--- config.mk ---
export PLATFORM = sky130hd
export DESIGN_NAME = rational_arithmetic_unit_top
export DESIGN_NICKNAME = d
export VERILOG_FILES = /design/src/rtl/rau_pkg.sv /design/src/rtl/rau_front.sv /design/src/rtl/rau_back.sv /design/src/rtl/rational_arithmetic_unit_top.sv
export SDC_FILE = /design/constraint.sdc
export NUM_CORES = 2
export LEC_CHECK = 0
export BUFFER_PORTS_ARGS = -buffer_cell sky130_fd_sc_hd__buf_2
export CORE_MARGIN = 1.5
export CORE_UTILIZATION = 30
export CTS_CLUSTER_SIZE = 10
export DETAILED_ROUTE_END_ITERATION = 8
export PLACE_DENSITY = 0.54
export SETUP_SLACK_MARGIN = 0.05
export SLEW_MARGIN = 10
export SYNTH_ARGS = -nofsm -noshare
export SYNTH_HDL_FRONTEND = slang
export SYNTH_HIERARCHICAL = 1
export SYNTH_SLANG_ARGS = --single-unit
--- constraint.sdc ---
create_clock -name aclk -period 16.6 [get_ports aclk]
set_input_delay 0.83 -clock aclk [delete_from_list [all_inputs] [get_ports aclk]]
set_output_delay 0.83 -clock aclk [all_outputs]
set_load 0.05 [all_outputs]
--- src/rtl/rau_pkg.sv ---
package rau_pkg;

    localparam int OW = 16;          // operand width
    localparam int PW = 2 * OW + 1;  // magnitude width of products and sums
    localparam int RW = 32;          // result part width

    localparam logic [2:0] OP_ADD = 3'd0;
    localparam logic [2:0] OP_SUB = 3'd1;
    localparam logic [2:0] OP_MUL = 3'd2;
    localparam logic [2:0] OP_DIV = 3'd3;
    localparam logic [2:0] OP_NEG = 3'd4;
    localparam logic [2:0] OP_CMP = 3'd5;

    localparam logic [1:0] CMP_EQ = 2'd0;
    localparam logic [1:0] CMP_GT = 2'd1;
    localparam logic [1:0] CMP_LT = 2'd2;

    // Classified item handed from front to back
    typedef struct packed {
        logic [2:0]    op;
        logic          bad;   // a_den or b_den is zero
        logic          unused_op;
        logic          an_neg;
        logic [OW-1:0] an_mag;
        logic          ad_neg;
        logic [OW-1:0] ad_mag;
        logic          bn_neg;
        logic [OW-1:0] bn_mag;
        logic          bd_neg;
        logic [OW-1:0] bd_mag;
    } item_t;

    typedef struct packed {
        logic [RW-1:0] res_num;
        logic [RW-1:0] res_den;
        logic          status;
        logic [1:0]    cmp_result;
    } result_t;

    function automatic logic [OW:0] to_smag(input logic [OW-1:0] v);
        logic [OW-1:0] m;
        m = v[OW-1] ? (~v + OW'(1)) : v;
        return {v[OW-1], m};
    endfunction

endpackage

--- src/rtl/rau_front.sv ---
module rau_front import rau_pkg::*; (
    input  logic          aclk,
    input  logic          aresetn,
    input  logic          s_tvalid,
    output logic          s_tready,
    input  logic [71:0]   s_tdata,
    output logic          q_valid,
    input  logic          q_ready,
    output item_t         q_item
);

    logic [OW:0] an_s, ad_s, bn_s, bd_s;
    logic [2:0]  op;
    item_t       item_next;
    item_t       mem_reg [2];
    logic [1:0]  wptr_reg, rptr_reg;
    logic        full, empty;

    // Split the packed transaction into sign and magnitude
    always_comb begin
        op   = s_tdata[2:0];
        an_s = to_smag(s_tdata[3 +: OW]);
        ad_s = to_smag(s_tdata[3+OW +: OW]);
        bn_s = to_smag(s_tdata[3+2*OW +: OW]);
        bd_s = to_smag(s_tdata[3+3*OW +: OW]);
        item_next.op        = op;
        item_next.unused_op = (op > OP_CMP);
        item_next.bad       = (ad_s[OW-1:0] == '0) || (bd_s[OW-1:0] == '0);
        item_next.an_neg = an_s[OW]; item_next.an_mag = an_s[OW-1:0];
        item_next.ad_neg = ad_s[OW]; item_next.ad_mag = ad_s[OW-1:0];
        item_next.bn_neg = bn_s[OW]; item_next.bn_mag = bn_s[OW-1:0];
        item_next.bd_neg = bd_s[OW]; item_next.bd_mag = bd_s[OW-1:0];
    end

    // Two-entry queue toward the back end
    assign full     = (wptr_reg[1] != rptr_reg[1]) && (wptr_reg[0] == rptr_reg[0]);
    assign empty    = (wptr_reg == rptr_reg);
    assign s_tready = !full;
    assign q_valid  = !empty;
    assign q_item   = mem_reg[rptr_reg[0]];

    always_ff @(posedge aclk) begin
        if (s_tvalid && !full) begin
            mem_reg[wptr_reg[0]] <= item_next;
        end
    end

    always_ff @(posedge aclk) begin
        if (!aresetn) begin
            wptr_reg <= '0;
            rptr_reg <= '0;
        end else begin
            if (s_tvalid && !full) wptr_reg <= wptr_reg + 2'd1;
            if (q_ready && !empty) rptr_reg <= rptr_reg + 2'd1;
        end
    end

`ifndef SYNTHESIS
    a_no_over: assert property (@(posedge aclk) disable iff (!aresetn)
        full |=> !(wptr_reg != $past(wptr_reg) && rptr_reg == $past(rptr_reg)))
        else $error("queue overflow");
    a_count: assert property (@(posedge aclk) disable iff (!aresetn)
        (wptr_reg - rptr_reg) <= 2'd2) else $error("queue count out of range");
    a_empty_pop: assert property (@(posedge aclk) disable iff (!aresetn)
        empty |=> rptr_reg == $past(rptr_reg)) else $error("pop from empty queue");
`endif

endmodule

--- src/rtl/rau_back.sv ---
module rau_back import rau_pkg::*; (
    input  logic     aclk,
    input  logic     aresetn,
    input  logic     q_valid,
    output logic     q_ready,
    input  item_t    q_item,
    output logic     r_valid,
    input  logic     r_ready,
    output result_t  r_data
);

    localparam logic [2:0] ST_IDLE = 3'd0;
    localparam logic [2:0] ST_P1   = 3'd1;
    localparam logic [2:0] ST_SUM  = 3'd2;
    localparam logic [2:0] ST_GCD  = 3'd3;
    localparam logic [2:0] ST_DIV  = 3'd4;
    localparam logic [2:0] ST_OUT  = 3'd5;
    localparam int CW = $clog2(PW + 1);
    localparam int NW = $clog2(2 * PW + 1);

    logic [2:0]    state_reg, state_next;
    item_t         it_reg;
    logic [PW-1:0] p1_reg, p2_reg, rd_reg;   // magnitudes
    logic          p1n_reg, p2n_reg, rdn_reg;
    logic [PW-1:0] rn_reg;
    logic          rnn_reg;
    logic [PW-1:0] gx_reg, gy_reg;
    logic [CW-1:0] sh_reg;
    logic [PW-1:0] qn_reg, qd_reg, rem_reg, dvsr_reg;
    logic [PW-1:0] src_d_reg;
    logic [NW-1:0] cnt_reg;
    result_t       out_reg;
    result_t       res_next;
    logic          out_valid_reg;

    logic [OW-1:0] ma, mb, mc, md;
    logic          sa, sb, sc, sd;
    logic [PW-1:0] sum_mag;
    logic          sum_neg, b_neg_eff;
    logic [PW-1:0] gdiff;
    logic [PW:0]   rem_sh;
    logic [PW-1:0] rem_sub;
    logic [PW-1:0] g_full;

    assign q_ready = (state_reg == ST_IDLE);
    assign r_valid = out_valid_reg;
    assign r_data  = out_reg;

    // Select multiplier operands per operation: p1 = ma*mb, p2 = mc*md
    always_comb begin
        ma = q_item.an_mag; sa = q_item.an_neg;
        mb = q_item.bd_mag; sb = q_item.bd_neg;
        mc = q_item.bn_mag; sc = q_item.bn_neg;
        md = q_item.ad_mag; sd = q_item.ad_neg;
        case (q_item.op)
            OP_MUL: begin
                mb = q_item.bn_mag; sb = q_item.bn_neg;
                mc = q_item.ad_mag; sc = q_item.ad_neg;
                md = q_item.bd_mag; sd = q_item.bd_neg;
            end
            OP_NEG: begin
                mb = OW'(1); sb = 1'b1;
                mc = q_item.ad_mag; sc = q_item.ad_neg;
                md = OW'(1); sd = 1'b0;
            end
            default: begin
            end
        endcase
    end

    // Signed-magnitude add of p1 and (optionally negated) p2
    always_comb begin
        b_neg_eff = p2n_reg ^ ((it_reg.op == OP_SUB) || (it_reg.op == OP_CMP));
        if (p1n_reg == b_neg_eff) begin
            sum_mag = p1_reg + p2_reg;
            sum_neg = p1n_reg;
        end else if (p1_reg >= p2_reg) begin
            sum_mag = p1_reg - p2_reg;
            sum_neg = p1n_reg;
        end else begin
            sum_mag = p2_reg - p1_reg;
            sum_neg = b_neg_eff;
        end
        if (sum_mag == '0) sum_neg = 1'b0;
    end

    always_comb begin
        gdiff   = (gx_reg >= gy_reg) ? (gx_reg - gy_reg) : (gy_reg - gx_reg);
        rem_sh  = {rem_reg, qn_reg[PW-1]};
        rem_sub = rem_sh[PW-1:0] - dvsr_reg;
        g_full  = gx_reg << sh_reg;
    end

    // Assemble the result transaction
    always_comb begin
        res_next = '0;
        if (!it_reg.unused_op) begin
            if (it_reg.bad || rd_reg == '0) begin
                res_next.status = 1'b1;
            end else if (it_reg.op == OP_CMP) begin
                res_next.cmp_result = (rn_reg == '0) ? CMP_EQ :
                    ((rnn_reg != (it_reg.ad_neg ^ it_reg.bd_neg)) ? CMP_LT : CMP_GT);
            end else begin
                res_next.res_num = rnn_reg ? RW'(~qd_reg + PW'(1)) : RW'(qd_reg);
                res_next.res_den = rdn_reg ? RW'(~qn_reg + PW'(1)) : RW'(qn_reg);
            end
        end
    end

    always_comb begin
        state_next = state_reg;
        case (state_reg)
            ST_IDLE: if (q_valid) state_next = ST_P1;
            ST_P1:   state_next = (it_reg.bad || it_reg.unused_op || rd_reg == '0) ? ST_OUT
                                                                                  : ST_SUM;
            ST_SUM:  state_next = ST_GCD;
            ST_GCD:  if (gy_reg == '0 || gx_reg == gy_reg) state_next = ST_DIV;
            ST_DIV:  if (cnt_reg == NW'(2 * PW)) state_next = ST_OUT;
            ST_OUT:  if (!out_valid_reg || r_ready) state_next = ST_IDLE;
            default: state_next = ST_IDLE;
        endcase
    end

    always_ff @(posedge aclk) begin
        if (!aresetn) begin
            state_reg     <= ST_IDLE;
            out_valid_reg <= 1'b0;
        end else begin
            state_reg <= state_next;
            if (state_reg == ST_OUT && (!out_valid_reg || r_ready)) out_valid_reg <= 1'b1;
            else if (r_ready) out_valid_reg <= 1'b0;
        end
    end

    // Datapath
    always_ff @(posedge aclk) begin
        case (state_reg)
            ST_IDLE: begin
                it_reg  <= q_item;
                p1_reg  <= PW'(ma) * PW'(mb);
                p1n_reg <= sa ^ sb;
                p2_reg  <= PW'(mc) * PW'(md);
                p2n_reg <= sc ^ sd;
                // denominator product: ad*bd, or ad*bn for divide
                rd_reg  <= PW'(q_item.ad_mag) * PW'((q_item.op == OP_DIV) ? q_item.bn_mag
                                                                          : q_item.bd_mag);
                rdn_reg <= q_item.ad_neg ^ ((q_item.op == OP_DIV) ? q_item.bn_neg
                                                                 : q_item.bd_neg);
            end
            ST_P1: begin
                if (it_reg.op == OP_NEG) begin
                    rd_reg  <= PW'(it_reg.ad_mag);
                    rdn_reg <= it_reg.ad_neg;
                end
                if (it_reg.op == OP_MUL || it_reg.op == OP_DIV || it_reg.op == OP_NEG) begin
                    p2_reg <= '0;
                end
            end
            ST_SUM: begin
                rn_reg  <= sum_mag;
                rnn_reg <= (rd_reg == '0) ? 1'b0 : sum_neg;
                gx_reg  <= (sum_mag == '0) ? rd_reg : sum_mag;
                gy_reg  <= (sum_mag == '0) ? '0 : rd_reg;
                sh_reg  <= '0;
            end
            ST_GCD: begin
                // binary GCD: strip shared twos, then subtract-and-halve
                if (gy_reg == '0 || gx_reg == gy_reg) begin
                    src_d_reg <= rd_reg;
                    dvsr_reg  <= g_full;
                    qn_reg    <= rn_reg;
                    rem_reg   <= '0;
                    cnt_reg   <= '0;
                end else if (!gx_reg[0] && !gy_reg[0]) begin
                    gx_reg <= gx_reg >> 1;
                    gy_reg <= gy_reg >> 1;
                    sh_reg <= sh_reg + CW'(1);
                end else if (!gx_reg[0]) begin
                    gx_reg <= gx_reg >> 1;
                end else if (!gy_reg[0]) begin
                    gy_reg <= gy_reg >> 1;
                end else begin
                    gx_reg <= (gx_reg < gy_reg) ? gx_reg : gy_reg;
                    gy_reg <= gdiff >> 1;
                end
            end
            ST_DIV: begin
                // restoring division, numerator then denominator
                cnt_reg <= cnt_reg + NW'(1);
                if (cnt_reg == NW'(PW - 1)) begin
                    qd_reg <= {qn_reg[PW-2:0],
                               (rem_sh[PW] || rem_sh[PW-1:0] >= dvsr_reg)};
                    qn_reg <= src_d_reg;
                    rem_reg <= '0;
                end else if (cnt_reg != NW'(2 * PW)) begin
                    if (rem_sh[PW] || rem_sh[PW-1:0] >= dvsr_reg) begin
                        rem_reg <= rem_sub;
                        qn_reg  <= {qn_reg[PW-2:0], 1'b1};
                    end else begin
                        rem_reg <= rem_sh[PW-1:0];
                        qn_reg  <= {qn_reg[PW-2:0], 1'b0};
                    end
                end
            end
            ST_OUT: begin
                if (!out_valid_reg || r_ready) begin
                    out_reg <= res_next;
                end
            end
            default: begin
            end
        endcase
    end

`ifndef SYNTHESIS
    a_hold: assert property (@(posedge aclk) disable iff (!aresetn)
        (r_valid && !r_ready) |=> $stable(r_data)) else $error("result changed under stall");
    a_one: assert property (@(posedge aclk) disable iff (!aresetn)
        q_ready |-> state_reg == ST_IDLE) else $error("busy back end took item");
    a_gcd: assert property (@(posedge aclk) disable iff (!aresetn)
        (state_reg == ST_DIV) |-> dvsr_reg != '0) else $error("zero divisor");
`endif

endmodule

--- src/rtl/rational_arithmetic_unit_top.sv ---
// Rational arithmetic unit: combines or compares two signed 16-bit fractions and
// returns a result reduced to lowest terms or a comparison result.
// Input channel s_*: one transaction carries op and the four operand fields.
// Result channel m_*: one transaction per input, in order.
// An item goes through a two-entry queue into the execution unit, which
// forms the cross products with 16x16 multipliers, adds them, finds the GCD
// with a binary subtract-and-shift loop, then divides numerator and
// denominator by it with a one-bit-per-cycle divider. Compare items take the
// same path. Zero-denominator, division-by-zero and unused-code items skip
// the GCD and divider. One item is executed at a time; the front queue
// keeps accepting while the unit is busy.
// aresetn (synchronous, active low) empties the queue and drops any item in
// flight. When m_tready is low the finished result is held in the output
// register; the unit computes the next item and then waits; the queue fills.
module rational_arithmetic_unit_top import rau_pkg::*; (
    input  logic        aclk,
    input  logic        aresetn,
    input  logic        s_tvalid,
    output logic        s_tready,
    input  logic [71:0] s_tdata,   // op[2:0], a_num, a_den, b_num, b_den, zero pad
    output logic        m_tvalid,
    input  logic        m_tready,
    output logic [71:0] m_tdata    // res_num, res_den, status, cmp_result, zero pad
);

    logic    q_valid, q_ready;
    item_t   q_item;
    result_t r_data;

    rau_front u_front (
        .aclk(aclk), .aresetn(aresetn),
        .s_tvalid(s_tvalid), .s_tready(s_tready), .s_tdata(s_tdata),
        .q_valid(q_valid), .q_ready(q_ready), .q_item(q_item)
    );

    rau_back u_back (
        .aclk(aclk), .aresetn(aresetn),
        .q_valid(q_valid), .q_ready(q_ready), .q_item(q_item),
        .r_valid(m_tvalid), .r_ready(m_tready), .r_data(r_data)
    );

    assign m_tdata = {5'd0, r_data.cmp_result, r_data.status,
                      r_data.res_den, r_data.res_num};

endmodule

Word level (Yosys, flattened, before mapping)
Memories as Yosys holds them, arrays and structs flattened. A register that Yosys moved wholly into a read port is not among the register bits.
Index checks and enable logic that the tools add are counted.
Widths: inputs -> output; s select.
{"block": "word_totals", "mem_count": 1, "mem_bits_rw": 146, "regBits": 476, "elab_cells": 218, "in_bits": 76}
{"memory": "u_front.mem_reg", "depth": 2, "width": 73, "rd": 1, "rd_ports_with_merged_regs": 1, "wr": 1, "line_no": "rau_front.sv:15", "rtl": "item_t mem_reg [2];"}
{"block": "classes", "n_lt_le_gt_ge": 5, "bitwise": 12, "n_mux": 67, "n_eq_ne": 34, "add_sub_neg": 16, "reduce_logical": 47, "n_shift": 1, "multipliers": 3}
{"operator": "$mux 33", "count": 22}
{"operator": "$pmux 33 s2", "count": 6}
{"operator": "$logic_not 33->1", "count": 4}
{"operator": "$sub 33x33->33", "count": 3}
{"operator": "$mux 16", "count": 6}
{"operator": "$mux 32", "count": 3}
{"operator": "$ge 33x33->1", "count": 2}
{"operator": "$add 16x1->16 const B", "count": 4}
{"operator": "$add 32x1->32 const B", "count": 2}
{"operator": "$mul 16x16->32", "count": 2}
{"operator": "$not 16->16", "count": 4}
{"operator": "$not 32->32", "count": 2}
{"operator": "$pmux 16 s2", "count": 2}
{"operator": "$add 32x33->33", "count": 1}
{"operator": "$eq 33x33->1", "count": 1}
{"operator": "$ge 32x33->1", "count": 1}
{"operator": "$lt 33x33->1", "count": 1}
{"operator": "$mul 16x33->33", "count": 1}
{"operator": "$shl 33x6->33", "count": 1}
{"operator": "$sub 32x33->33", "count": 1}
{"operator": "$sub 33x32->33", "count": 1}
{"operator": "$logic_not 16->1", "count": 2}
{"operator": "$eq 3x2->1 const B", "count": 6}
{"operator": "$pmux 3 s6", "count": 1}
{"operator": "other kinds (37)", "count": 106}

Logic depth before layout (Yosys ltp)
{"block": "depth", "word_depth": 8, "depth_mapped": 35, "mapped_depth_nobuf": 31}

Modules after synthesis
Netlist, hierarchy kept.
{"module": "rau_back", "instances": 1, "cells_each": 6297, "area_per_inst_um2": 57463.9}
{"module": "rau_front", "instances": 1, "cells_each": 488, "area_per_inst_um2": 7018.0}
{"module": "rational_arithmetic_unit_top", "instances": 1, "cells_each": 6, "area_per_inst_um2": 41.3}

Worst setup path after synthesis
Ideal clock, no wire load.
{"block": "synth_path", "path_type": "register to register", "from": "register u_back.gx_reg[17]", "to": "register u_back.gy_reg[0] (enable)", "setup_ps": 1062, "period_less_slack_ps": 9663, "arrival_ps": 8601, "path_slack_ps": 6937, "t_required_ps": 15538, "path_stages_with_launch": 11, "path_cell_list": "edfxtp_1 > inv_1 > ha_1 > and2_1 > clkbuf_1 > nand3_1 > or4_1 > inv_1 > nand4_1 > a21oi_1 > a2111oi_0"}
{"block": "synth_via", "elab_chain_cells": 4}
{"element": "from (decl)", "line_no": "rau_back.sv:27", "rtl": "logic [PW-1:0] gx_reg, gy_reg;"}
{"element": "from (signal assigned)", "line_no": "rau_back.sv:162", "rtl": "gx_reg <= (sum_mag == '0) ? rd_reg : sum_mag;"}
{"element": "from (signal assigned)", "line_no": "rau_back.sv:175", "rtl": "gx_reg <= gx_reg >> 1;"}
{"element": "from (signal assigned)", "line_no": "rau_back.sv:179", "rtl": "gx_reg <= gx_reg >> 1;"}
{"element": "$eq 33x33->1", "line_no": "rau_back.sv:168", "rtl": "if (gy_reg == '0 || gx_reg == gy_reg) begin"}
{"element": "$logic_or 1x1->1", "line_no": "rau_back.sv:168"}
{"element": "$ne 2x2->1 (no source line)"}
{"element": "$reduce_and 3->1 (no source line)"}
{"element": "to (signal assigned)", "line_no": "rau_back.sv:163", "rtl": "gy_reg <= (sum_mag == '0) ? '0 : rd_reg;"}
{"element": "to (signal assigned)", "line_no": "rau_back.sv:176", "rtl": "gy_reg <= gy_reg >> 1;"}
{"element": "to (signal assigned)", "line_no": "rau_back.sv:181", "rtl": "gy_reg <= gy_reg >> 1;"}
{"element": "to (decl)", "line_no": "rau_back.sv:27"}
Every way passes these cells.
A chain may end at the register's enable or synchronous reset.

==> flow_summary.yaml <==
worst_setup_path:
  crit_slowest_cell: "dfxtp_4"
  worstPathMaxFanout: 42
  cp-start-kind: "flop"
  cp_slowest_stage_delay_ns: 0.62
  r2r_setup_slack_ns: 6.61
  crit_type: "flop to flop"
  crit_family: "adder cells"
  crit_required_ns: 17.01
  cp_common_cell: "fa_1"
  cp.arrival_ns: 10.41
  worst-path-buf-inv: 4
  critPathCaptureType: "flop"
global_route:
  grt_max_degree: 78
  grt_pass1_wl_mm: 300
  antenna_found_initial: 4
  grt_pass1_vias: 49400
  grt_overflow: 0
  grtUsageTotal_pct: 17.8
clocking:
  cts_resized: 0
  clk_pin_slew_worst_paths_ns: 0.06
  hold_buffers: 0
  cts_tree: "built"
  cts_setup_buffers: 0
  clock_sinks: 619
  h-tree-depth: 3
  clk_latency_ns: 0.71
  cts-buffers-inserted: 79
  root_buffer: "clkbuf_16"
  clockBufferDepth: 3
sta:
  tightest_slew_ns: 1.25
  hold_violations: 0
  setup_viol_count_final: 0
  rsz0062_at_grt: "no"
  fin_setup_tns_ns: 0
  finalCritPeriodShare_pct: 60.2
  slew_viol_final: 0
  slew-limit-headroom_pct: 15.8
  fmax_ghz: 0.100
  finClkSkew_ns: 0.0406
  min_period_ns: 9.99
route:
  post_drt_via_cell_ratio: 5.12
  drt_iter0_markers: 4046
  drt_wl_total_mm: 196
  drc: 0
  ant_nets: 0
  vias: 49300
  wl_per_cell_um: 20.4
  firstDrtPassIters: 8
yosys:
  synthDistinctLibCells: 98
  avgSynthCellArea_um2: 9.50
  synth.largest_area_cell: "edfxtp_1"
  ys_seq_area_share_pct: 28.7
  synth.area.top_cells: "edfxtp_1 (28%), fa_1 (18%), ha_1 (10%)"
  synth_seq_cells: 619
  yosys_warnings: 6
  syn_area_um2: 64500
  synthArstFlopShare_pct: 0
  syn_inst: 6791
  netlist.area_leader.share_pct: 28.4
  synth-main-ff-cell: "edfxtp_1"
  synth_edf_count: 610
floorplanning:
  die_w_um: 467
  fp.dieH_um: 467
  dieArea_um2: 218000
  ios: 150
  rows: 170
  start_util_pct: 30.1
  coreArea_um2: 214000
finish:
  stdcell_count: 9635
  fin_util_pct: 32.9
  largest_register_ffs: 146
  area_growth_pct: 9.16
  final_nets: 7940
  drive_above_1_share_pct: 7.28
placed_design:
  gp_congestion: 0.941
  io_buffers: 139
  hpwlAfterDp_mm: 152
  dp_cells: 9516
worst_hold_path:
  hp-class: "primary input to flop"
flow_run:
  drv_cap: 0
run_status:
  status: "finished, final reports clean"
==> kinds of logic after synthesis <==
| group | after synthesis | synth area share, % |
|---|---|---|
| flip-flops | 619 | 28.7 |
| XOR/XNOR | 294 | 3.99 |
| AND/OR/NAND/NOR | 2095 | 15.3 |
| other | 1 | 0.00581 |
| multiplexers | 259 | 4.59 |
| AO/OA/AOI/OAI | 1165 | 11.7 |
| adder cells (fa/ha/maj) | 1105 | 28.3 |
| buffers and inverters | 1253 | 7.42 |
==> synthesized netlist by cell type, drive strengths merged, types with 135 or more instances <==
cell type	number
inv	931
nand2	740
edfxtp	610
fa	588
nor2	559
ha	517
a21oi	326
clkbuf	266
and2	238
o21ai	235
xnor2	166
mux2i	135
==> placed cells by master, fill, tap and decap left out, types with 43 or more instances in the layout <==
master and instances:
nand2_1 737, edfxtp_1 610, clkbuf_16 80, mux2i_1 135
ha_1 517, buf_2 139, a21oi_1 324, a211oi_1 71
nor3_1 85, a21o_1 116, nor2_1 556, nor4_1 58
mux2_2 105, xor2_1 127, o21ai_0 228, nand3_1 58
nor2b_1 93, fa_1 588, o31ai_1 53, inv_1 930
xnor2_1 165, buf_4 64, a31oi_1 46, nand2b_1 58
and2_1 235, nand4_1 43
==> per-layer routing <==
metal	share of wire [%]	track usage, %	up-vias	wire [µm]
met4	2.8	5.03	2	5470
met5	0.0066	0	-	13
li1	-	-	22800	-
met1	45	24.5	24600	89200
met2	46	29.2	1615	90600
met3	5.6	2.12	295	10900
==> path summary, 6_finish.rpt <==
path                      from                      to  cells past startpoint
max                       flop       u_back/p2_reg[31]                     30
min                 s_tdata[3]  u_front/mem_reg[1][51]                      1
max reg2reg               flop       u_back/p2_reg[31]                     30
min reg2reg  u_back/it_reg[43]        u_back/rd_reg[9]                      2
==> worst register-to-register path: cells and delay by family, from the launching register on <==
kind	cells	cell delay, ns
flip-flops	1	0.62
multiplexers	1	0.48
adder cells (fa/ha/maj)	7	3.32
XOR/XNOR	2	0.38
buffers and inverters	4	0.70
AND/OR/NAND/NOR	7	1.73
AO/OA/AOI/OAI	9	2.52
==> per-stage QoR <==
step	hold slack, ns	area, µm²	setup WS, ns
after CTS	0.333	70400	6.77
after global routing	0.347	70400	6.11
after detailed placement	0.507	68100	6.76
after global placement	0.510	68100	6.91
final	0.368	70400	6.61
after floorplan	0.466	64500	6.94
==> area by class of cell <==
| class | count | area (µm²) |
|---|---|---|
| fillers | 22000 | 144000 |
| inverters | 933 | 3500 |
| repair buffers | 203 | 1180 |
| clock inverters | 23 | 251 |
| diodes | 1 | 2.50 |
| flip-flops and latches | 619 | 18500 |
| well taps | 2838 | 3550 |
| multi-input cells | 4923 | 41400 |
| clock buffers | 95 | 2060 |
Power is left out: the tool's default activity adds up to more than one toggle a clock period on the data nets, which glitch-free logic cannot reach.
